<file path="config.mk">
export PLATFORM = sky130hd
export DESIGN_NAME = ptz_command_frame_decoder
export DESIGN_NICKNAME = d
export VERILOG_FILES = /design/src/sv/ptzd_pkg.sv /design/src/sv/ptz_command_frame_decoder.sv /design/src/sv/ptzd_framer.sv /design/src/sv/ptzd_queue.sv /design/src/sv/ptzd_decoder.sv
export SDC_FILE = /design/constraint.sdc
export NUM_CORES = 1
export LEC_CHECK = 0
export ABC_AREA = 1
export BUFFER_PORTS_ARGS = -buffer_cell sky130_fd_sc_hd__buf_2
export CAP_MARGIN = 5
export CORE_ASPECT_RATIO = 0.5
export CORE_MARGIN = 5
export CORE_UTILIZATION = 45
export CTS_BUF_LIST = sky130_fd_sc_hd__clkbuf_8
export DETAILED_ROUTE_END_ITERATION = 10
export GPL_ROUTABILITY_DRIVEN = 0
export RECOVER_POWER = 25
export SETUP_SLACK_MARGIN = 0.5
export SLEW_MARGIN = 20
export SYNTH_ARGS = -nofsm -noshare
export SYNTH_HDL_FRONTEND = slang
export SYNTH_HIERARCHICAL = 1
export SYNTH_SLANG_ARGS = --single-unit
</file>
<file path="constraint.sdc">
create_clock -name clk -period 17.75 [get_ports clk]
set_clock_uncertainty 0.1 [all_clocks]
set_input_delay 5.325 -clock clk [delete_from_list [all_inputs] [get_ports clk]]
set_output_delay 5.325 -clock clk [all_outputs]
set_load 0.1 [all_outputs]
</file>
<file path="src/sv/ptzd_pkg.sv">
package ptzd_pkg;

  localparam int WindowLen       = 6;
  localparam int QueueDepth      = 2;
  localparam int DefaultMaxSpeed = 2047;

  // Result codes
  localparam logic [2:0] PanStop     = 3'd0;
  localparam logic [2:0] PanLeft     = 3'd1;
  localparam logic [2:0] PanRight    = 3'd2;
  localparam logic [2:0] PanAutoOn   = 3'd3;
  localparam logic [2:0] PanAutoOff  = 3'd4;
  localparam logic [1:0] TiltStop    = 2'd0;
  localparam logic [1:0] TiltUp      = 2'd1;
  localparam logic [1:0] TiltDown    = 2'd2;
  localparam logic [1:0] LensNone    = 2'd0;
  localparam logic [1:0] LensFirst   = 2'd1;
  localparam logic [1:0] LensSecond  = 2'd2;
  localparam logic [1:0] PowerSame   = 2'd0;
  localparam logic [1:0] PowerOn     = 2'd1;
  localparam logic [1:0] PowerOff    = 2'd2;
  localparam logic [2:0] ExtNone     = 3'd0;
  localparam logic [2:0] ExtStore    = 3'd1;
  localparam logic [2:0] ExtRecall   = 3'd2;
  localparam logic [2:0] ExtClear    = 3'd3;
  localparam logic [2:0] ExtWiperOn  = 3'd4;
  localparam logic [2:0] ExtWiperOff = 3'd5;

  // Extended function numbers carried in command byte 2 bits 5:1
  localparam logic [4:0] FnStore    = 5'd1;
  localparam logic [4:0] FnClear    = 5'd2;
  localparam logic [4:0] FnRecall   = 5'd3;
  localparam logic [4:0] FnAuxSet   = 5'd4;
  localparam logic [4:0] FnAuxClear = 5'd5;
  localparam logic [7:0] WiperAux   = 8'd1;

  // Five bytes of a frame that passed the sync and checksum tests
  typedef struct packed {
    logic [7:0] addr;
    logic [7:0] cmd1;
    logic [7:0] cmd2;
    logic [7:0] data1;
    logic [7:0] data2;
  } frame_t;

  typedef struct packed {
    logic [7:0]  receiver_addr;
    logic        frame_kind;
    logic [2:0]  pan_action;
    logic [10:0] pan_speed;
    logic [1:0]  tilt_action;
    logic [10:0] tilt_speed;
    logic [1:0]  iris_action;
    logic [1:0]  focus_action;
    logic [1:0]  zoom_action;
    logic [1:0]  camera_power;
    logic [2:0]  ext_action;
    logic [7:0]  ext_value;
  } result_t;

endpackage

</file>
<file path="src/sv/ptz_command_frame_decoder.sv">
// Camera control frame decoder. Bytes of the serial command stream enter on
// the s_ side, one transfer per cycle; seven-byte frames opening with sync
// byte 0xFF whose last byte equals the 8-bit sum of bytes 1 to 5 yield one
// decoded command on the m_ side, and nothing else yields a result. A bad
// frame drops its head byte and every held byte before the next 0xFF. The
// block takes one byte every cycle while s_tready is high: sync search and
// checksum are combinational, the framer registers the window shift, and a
// good frame passes through a two-entry queue to the decoder and its output
// register. s_tready falls only while that queue is full, i.e. when results
// back up behind a stalled m_tready. Pan and tilt speeds are the data byte
// shifted left by five and capped at MAX_SPEED, then cut to 11 bits.
module ptz_command_frame_decoder #(
  parameter int MAX_SPEED = ptzd_pkg::DefaultMaxSpeed
) (
  input  logic        clk,
  input  logic        rst,
  input  logic        s_tvalid,
  output logic        s_tready,
  input  logic [7:0]  s_tdata,   // [7:0] rx_byte
  output logic        m_tvalid,
  input  logic        m_tready,
  // [7:0] receiver_addr, [10:8] pan_action, [21:11] pan_speed,
  // [23:22] tilt_action, [34:24] tilt_speed, [36:35] iris_action,
  // [38:37] focus_action, [40:39] zoom_action, [42:41] camera_power,
  // [45:43] ext_action, [53:46] ext_value, [55:54] zero
  output logic [55:0] m_tdata,
  output logic        m_tuser    // [0] frame_kind
);

  logic              q_full;
  logic              q_empty;
  logic              push;
  logic              q_pop;
  ptzd_pkg::frame_t  frame;
  ptzd_pkg::frame_t  q_data;
  ptzd_pkg::result_t res;

  ptzd_framer u_framer (
    .clk      (clk),
    .rst      (rst),
    .s_tvalid (s_tvalid),
    .s_tready (s_tready),
    .s_tdata  (s_tdata),
    .q_full   (q_full),
    .push     (push),
    .frame    (frame)
  );

  ptzd_queue #(
    .DEPTH (ptzd_pkg::QueueDepth)
  ) u_queue (
    .clk     (clk),
    .rst     (rst),
    .push    (push),
    .wr_data (frame),
    .full    (q_full),
    .pop     (q_pop),
    .empty   (q_empty),
    .rd_data (q_data)
  );

  ptzd_decoder #(
    .MAX_SPEED (MAX_SPEED)
  ) u_decoder (
    .clk      (clk),
    .rst      (rst),
    .q_empty  (q_empty),
    .q_data   (q_data),
    .q_pop    (q_pop),
    .m_tvalid (m_tvalid),
    .m_tready (m_tready),
    .res      (res)
  );

  assign m_tdata = {2'b00, res.ext_value, res.ext_action, res.camera_power,
                    res.zoom_action, res.focus_action, res.iris_action,
                    res.tilt_speed, res.tilt_action, res.pan_speed,
                    res.pan_action, res.receiver_addr};
  assign m_tuser = res.frame_kind;

endmodule

</file>
<file path="src/sv/ptzd_framer.sv">
module ptzd_framer (
  input  logic            clk,
  input  logic            rst,
  input  logic            s_tvalid,
  output logic            s_tready,
  input  logic [7:0]      s_tdata,
  input  logic            q_full,
  output logic            push,
  output ptzd_pkg::frame_t frame
);

  localparam logic [7:0] SyncByte = 8'hFF;
  localparam int FrameLen = ptzd_pkg::WindowLen + 1;

  logic [7:0] win [ptzd_pkg::WindowLen];
  logic [7:0] win_next [ptzd_pkg::WindowLen];
  logic [2:0] held;
  logic [2:0] held_next;
  logic [7:0] f [FrameLen];
  logic [7:0] sum;
  logic [2:0] k;
  logic       accept;
  logic       full;
  logic       good;

  assign s_tready = !q_full;
  assign accept   = s_tvalid && s_tready;
  assign full     = held >= 3'(ptzd_pkg::WindowLen);

  always_comb begin
    for (int i = 0; i < ptzd_pkg::WindowLen; i++) begin
      f[i] = win[i];
    end
    f[FrameLen-1] = s_tdata;
  end

  assign sum  = f[1] + f[2] + f[3] + f[4] + f[5];
  assign good = (f[0] == SyncByte) && (sum == f[FrameLen-1]);

  // First sync byte after the head; none found drops the whole frame
  always_comb begin
    k = 3'(FrameLen);
    for (int i = FrameLen - 1; i >= 1; i--) begin
      if (f[i] == SyncByte) begin
        k = 3'(i);
      end
    end
  end

  always_comb begin
    for (int i = 0; i < ptzd_pkg::WindowLen; i++) begin
      win_next[i] = 8'h00;
      for (int s = 1; s <= FrameLen; s++) begin
        if (k == 3'(s) && (i + s) < FrameLen) begin
          win_next[i] = f[i + s];
        end
      end
    end
    held_next = 3'(FrameLen) - k;
  end

  assign push = accept && full && good;
  assign frame = '{addr: f[1], cmd1: f[2], cmd2: f[3], data1: f[4], data2: f[5]};

  always_ff @(posedge clk) begin
    if (rst) begin
      held <= '0;
    end else if (accept) begin
      if (!full) begin
        held <= held + 3'd1;
      end else if (good) begin
        held <= '0;
      end else begin
        held <= held_next;
      end
    end
  end

  always_ff @(posedge clk) begin
    if (accept) begin
      if (!full) begin
        win[held] <= s_tdata;
      end else if (!good) begin
        win <= win_next;
      end
    end
  end

endmodule

</file>
<file path="src/sv/ptzd_queue.sv">
module ptzd_queue #(
  parameter int DEPTH = ptzd_pkg::QueueDepth
) (
  input  logic             clk,
  input  logic             rst,
  input  logic             push,
  input  ptzd_pkg::frame_t wr_data,
  output logic             full,
  input  logic             pop,
  output logic             empty,
  output ptzd_pkg::frame_t rd_data
);

  localparam int AW = (DEPTH > 1) ? $clog2(DEPTH) : 1;
  localparam int CW = $clog2(DEPTH + 1);

  ptzd_pkg::frame_t mem [DEPTH];
  logic [AW-1:0] wr_ptr;
  logic [AW-1:0] rd_ptr;
  logic [CW-1:0] count;

  assign full    = count == CW'(DEPTH);
  assign empty   = count == '0;
  assign rd_data = mem[rd_ptr];

  always_ff @(posedge clk) begin
    if (rst) begin
      wr_ptr <= '0;
      rd_ptr <= '0;
      count  <= '0;
    end else begin
      if (push) begin
        wr_ptr <= (wr_ptr == AW'(DEPTH - 1)) ? '0 : wr_ptr + AW'(1);
      end
      if (pop) begin
        rd_ptr <= (rd_ptr == AW'(DEPTH - 1)) ? '0 : rd_ptr + AW'(1);
      end
      if (push && !pop) begin
        count <= count + CW'(1);
      end else if (pop && !push) begin
        count <= count - CW'(1);
      end
    end
  end

  always_ff @(posedge clk) begin
    if (push) begin
      mem[wr_ptr] <= wr_data;
    end
  end

endmodule

</file>
<file path="src/sv/ptzd_decoder.sv">
module ptzd_decoder #(
  parameter int MAX_SPEED = ptzd_pkg::DefaultMaxSpeed
) (
  input  logic              clk,
  input  logic              rst,
  input  logic              q_empty,
  input  ptzd_pkg::frame_t  q_data,
  output logic              q_pop,
  output logic              m_tvalid,
  input  logic              m_tready,
  output ptzd_pkg::result_t res
);

  localparam logic [15:0] MaxSpeedW = 16'(MAX_SPEED);

  ptzd_pkg::result_t dec;
  logic [4:0] fn;

  function automatic logic [10:0] scale_speed(input logic [7:0] b);
    logic [15:0] v;
    v = {3'b000, b, 5'b00000};
    if (v > MaxSpeedW) begin
      v = MaxSpeedW;
    end
    return v[10:0];
  endfunction

  assign fn = q_data.cmd2[5:1];

  always_comb begin
    dec = '0;
    dec.receiver_addr = q_data.addr;
    if (q_data.cmd2[0]) begin
      dec.frame_kind = 1'b1;
      case (fn)
        ptzd_pkg::FnStore: begin
          dec.ext_action = ptzd_pkg::ExtStore;
          dec.ext_value  = q_data.data2;
        end
        ptzd_pkg::FnRecall: begin
          dec.ext_action = ptzd_pkg::ExtRecall;
          dec.ext_value  = q_data.data2;
        end
        ptzd_pkg::FnClear: begin
          dec.ext_action = ptzd_pkg::ExtClear;
          dec.ext_value  = q_data.data2;
        end
        ptzd_pkg::FnAuxSet: begin
          dec.ext_action = (q_data.data2 == ptzd_pkg::WiperAux) ?
                           ptzd_pkg::ExtWiperOn : ptzd_pkg::ExtNone;
        end
        ptzd_pkg::FnAuxClear: begin
          dec.ext_action = (q_data.data2 == ptzd_pkg::WiperAux) ?
                           ptzd_pkg::ExtWiperOff : ptzd_pkg::ExtNone;
        end
        default: begin
          dec.ext_action = ptzd_pkg::ExtNone;
        end
      endcase
    end else begin
      // Right beats left, up beats down
      if (q_data.cmd2[1]) begin
        dec.pan_action = ptzd_pkg::PanRight;
        dec.pan_speed  = scale_speed(q_data.data1);
      end else if (q_data.cmd2[2]) begin
        dec.pan_action = ptzd_pkg::PanLeft;
        dec.pan_speed  = scale_speed(q_data.data1);
      end else begin
        dec.pan_action = ptzd_pkg::PanStop;
      end
      if (q_data.cmd2[3]) begin
        dec.tilt_action = ptzd_pkg::TiltUp;
        dec.tilt_speed  = scale_speed(q_data.data2);
      end else if (q_data.cmd2[4]) begin
        dec.tilt_action = ptzd_pkg::TiltDown;
        dec.tilt_speed  = scale_speed(q_data.data2);
      end else begin
        dec.tilt_action = ptzd_pkg::TiltStop;
      end
      if (q_data.cmd1[1]) begin
        dec.iris_action = ptzd_pkg::LensFirst;
      end else if (q_data.cmd1[2]) begin
        dec.iris_action = ptzd_pkg::LensSecond;
      end else begin
        dec.iris_action = ptzd_pkg::LensNone;
      end
      if (q_data.cmd1[0]) begin
        dec.focus_action = ptzd_pkg::LensFirst;
      end else if (q_data.cmd2[7]) begin
        dec.focus_action = ptzd_pkg::LensSecond;
      end else begin
        dec.focus_action = ptzd_pkg::LensNone;
      end
      if (q_data.cmd2[5]) begin
        dec.zoom_action = ptzd_pkg::LensFirst;
      end else if (q_data.cmd2[6]) begin
        dec.zoom_action = ptzd_pkg::LensSecond;
      end else begin
        dec.zoom_action = ptzd_pkg::LensNone;
      end
      if (q_data.cmd1[3]) begin
        dec.camera_power = q_data.cmd1[7] ? ptzd_pkg::PowerOn : ptzd_pkg::PowerOff;
      end else begin
        dec.camera_power = ptzd_pkg::PowerSame;
      end
      // Auto pan overrides the direction bits
      if (q_data.cmd1[4]) begin
        dec.pan_action = q_data.cmd1[7] ? ptzd_pkg::PanAutoOn : ptzd_pkg::PanAutoOff;
        dec.pan_speed  = '0;
      end
    end
  end

  assign q_pop = !q_empty && (!m_tvalid || m_tready);

  always_ff @(posedge clk) begin
    if (rst) begin
      m_tvalid <= 1'b0;
    end else if (q_pop) begin
      m_tvalid <= 1'b1;
    end else if (m_tready) begin
      m_tvalid <= 1'b0;
    end
  end

  always_ff @(posedge clk) begin
    if (q_pop) begin
      res <= dec;
    end
  end

endmodule

</file>
==> reports/results.ini <==
[run_status]
status=finished with violations
violations=capacitance limit, slew limit

[clock_tree]
path_clk_slew_ns=0.10
clock-sinks=180
cts_hold_buf=0
insertion_delay_ns=0.46
cts_made_buffers=17
ctsHtreeMaxLevel=4
tritoncts=done
cts_setup_buffers=0
cts_resized=0
cts-root-buf=clkbuf_8
clock_path_buffers=2

[placement]
portBuffers=68
hpwl_mm=16.64
dp.cells=1201
dpl_worst_slack_ns=9.335

[power]
p_comb_share_pct=48.0
p_leak_nw=4.145
internal_power_mw=0.8831
ir_worst_vdd_v=0.0001074
switchingPower_mw=0.9039
switching_share_pct=50.58
seqPwrFrac_pct=34.0
power.density_mw_per_mm2=174.4
clock_power_share_pct=17.9

[min_path]
min_path_type=register to register

[timing]
whs_ns=0.4242
relSlewSlack_pct=-43.61
tns_ns=0
rsz0062_at_grt=false
hold_viol_final=0
finalSetupViolCount=0
slew_viol_final=39
timing.final.crit_share_pct=43.34
fin_crit_ns=7.694
final.setup.worst_slack_ns=10.06
tightest_slew_ns=2.154
max_freq_mhz=130.0

[cells_and_area]
layout.nets=991
area_growth_pct=6.877
diodes=0
final_core_util_pct=49.41
fin_cells=1234
regArea_mm2=0.005315
drive_gt1_share_pct=17.38
multi_input_area_mm2=0.003333
fill_cells=1915

[route]
topRoutingLayerUsed=met5
drt_iter0_drc=1057
drt_wl_total_mm=24.29
vias=6745
wl_met3_mm=2.700
dr_wl_met2_mm=9.904
drtAntennaViolNets=0
via_per_inst=5.466
dr.pass1.iters=5
wire_per_inst_um=19.68
wl_met1_mm=11.19
drc=0

[global_routing]
grt_first_pass_wirelength_mm=37.07
grt_start_max_net_pins=50
grt.overflow.total=0
grtUsageTotal_pct=19.83
grt_pass1_vias=6252
antenna_found_initial=1

[worst_setup_path]
worstSetupStartpointType=input pin
cp.required_ns=17.82
worstPathCellList=buf_2, inv_1, nand2_1, nand2_1, nand2_1, nor2_1, nand3_1, nor2_1, nand3_1, nor2_1, nand2_1, nor2_1, nand2_1, nor2_1, inv_1, nor2_4, buf_16
end_kind=register
cp_slowest_cell=nor2_4
arrival_ns=7.76
crit_fanout=24
critPathKind=input pin to register
cpPeakStageDelay_ns=0.41

[floorplan]
num_io_pins=71
initial_core_util_pct=46.23
core_area_mm2=0.02074
die_w_um=216.4
design.die.area_mm2=0.02450
rows=37
fp.dieH_um=113.2

[synth]
syn-instance-count=934
synth_warnings=6
syn_avg_cell_area_um2=10.27
synth_area_mm2=0.009588

[job]
max_cap_viol_count=1

==> power by group through the flow <==
stage	Clock (mW)	Sequential [mW]	Combinational, mW
6_report	0.320	0.608	0.858
5_1_grt	0.345	0.617	0.902
4_1_cts	0.325	0.609	0.856
3_5_place_dp	0	0.619	0.853
3_3_place_gp	0	0.617	0.847
2_1_floorplan	0	0.968	0.365
==> critical path, delay by kind of cell <==
| kind | cells | cell delay, ns |
|---|---|---|
| buffers and inverters | 4 | 0.68 |
| and+or+nand+nor | 13 | 1.73 |
==> metrics by stage <==
stage               power (mW)  area, um^2
finish                   1.787       10250
global route             1.864       10250
CTS                      1.791       10230
detailed placement       1.472        9777
global placement         1.464        9777
floorplan                1.333        9592
==> layer usage <==
| metal | vias up | global-route usage, % |
|---|---|---|
| li1 | 3138 | - |
| met2 | 366 | 27.27 |
| met5 | - | 0 |
| met3 | 42 | 5.801 |
| met4 | 2 | 5.546 |
| met1 | 3197 | 30.37 |
==> final cells by class <==
type | count | area share (%)
clock buffer | 17 | 2.283
clock inverter | 15 | 2.149
inverter | 100 | 3.663
multi-input combinational | 571 | 32.53
sequential | 180 | 51.87
tap | 273 | 3.333
timing repair buffer | 78 | 4.176
==> sequential cells by signal (all words and copies together) (netlist names), named ones only <==
| register | count |
|---|---|
| u_framer/held | 3 |
| u_decoder/m_tvalid | 1 |
| u_queue/rd_ptr | 1 |
| u_queue/count | 2 |
| u_queue/wr_ptr | 1 |
| u_framer/f | 8 |
| u_decoder/res | 47 |
| u_queue/mem | 76 |
| u_framer/frame | 40 |
==> final timing paths <==
path                            slack, ns               start  cells after the start                 end
worst min-delay path                 0.42  u_decoder/m_tvalid                      2  u_decoder/m_tvalid
worst min register to register       0.42  u_decoder/m_tvalid                      2  u_decoder/m_tvalid
worst max register to register      11.78   u_framer/frame[1]                     23  u_queue/mem[0][21]
worst max-delay path                10.06          s_tdata[2]                     17  u_queue/mem[0][21]
==> cells in the final DEF, fill, tap and decap left out, types with 3 or more instances in the layout <==
cell type	instances
fa_1	20
nor2_1	70
o21bai_1	3
nor3_1	15
edfxtp_1	171
nand2_2	3
o21ai_0	44
nand2_1	198
nor2_2	4
o21ai_1	7
ha_1	11
xor2_1	3
dfxtp_1	9
xnor2_1	4
buf_4	7
bufinv_16	4
nand4_1	16
inv_1	98
clkinv_4	3
nand3_1	62
o211ai_1	4
a21oi_1	38
o22ai_1	10
inv_6	3
mux2_2	36
buf_2	68
clkbuf_8	17
(Power assumes the default switching activity.)
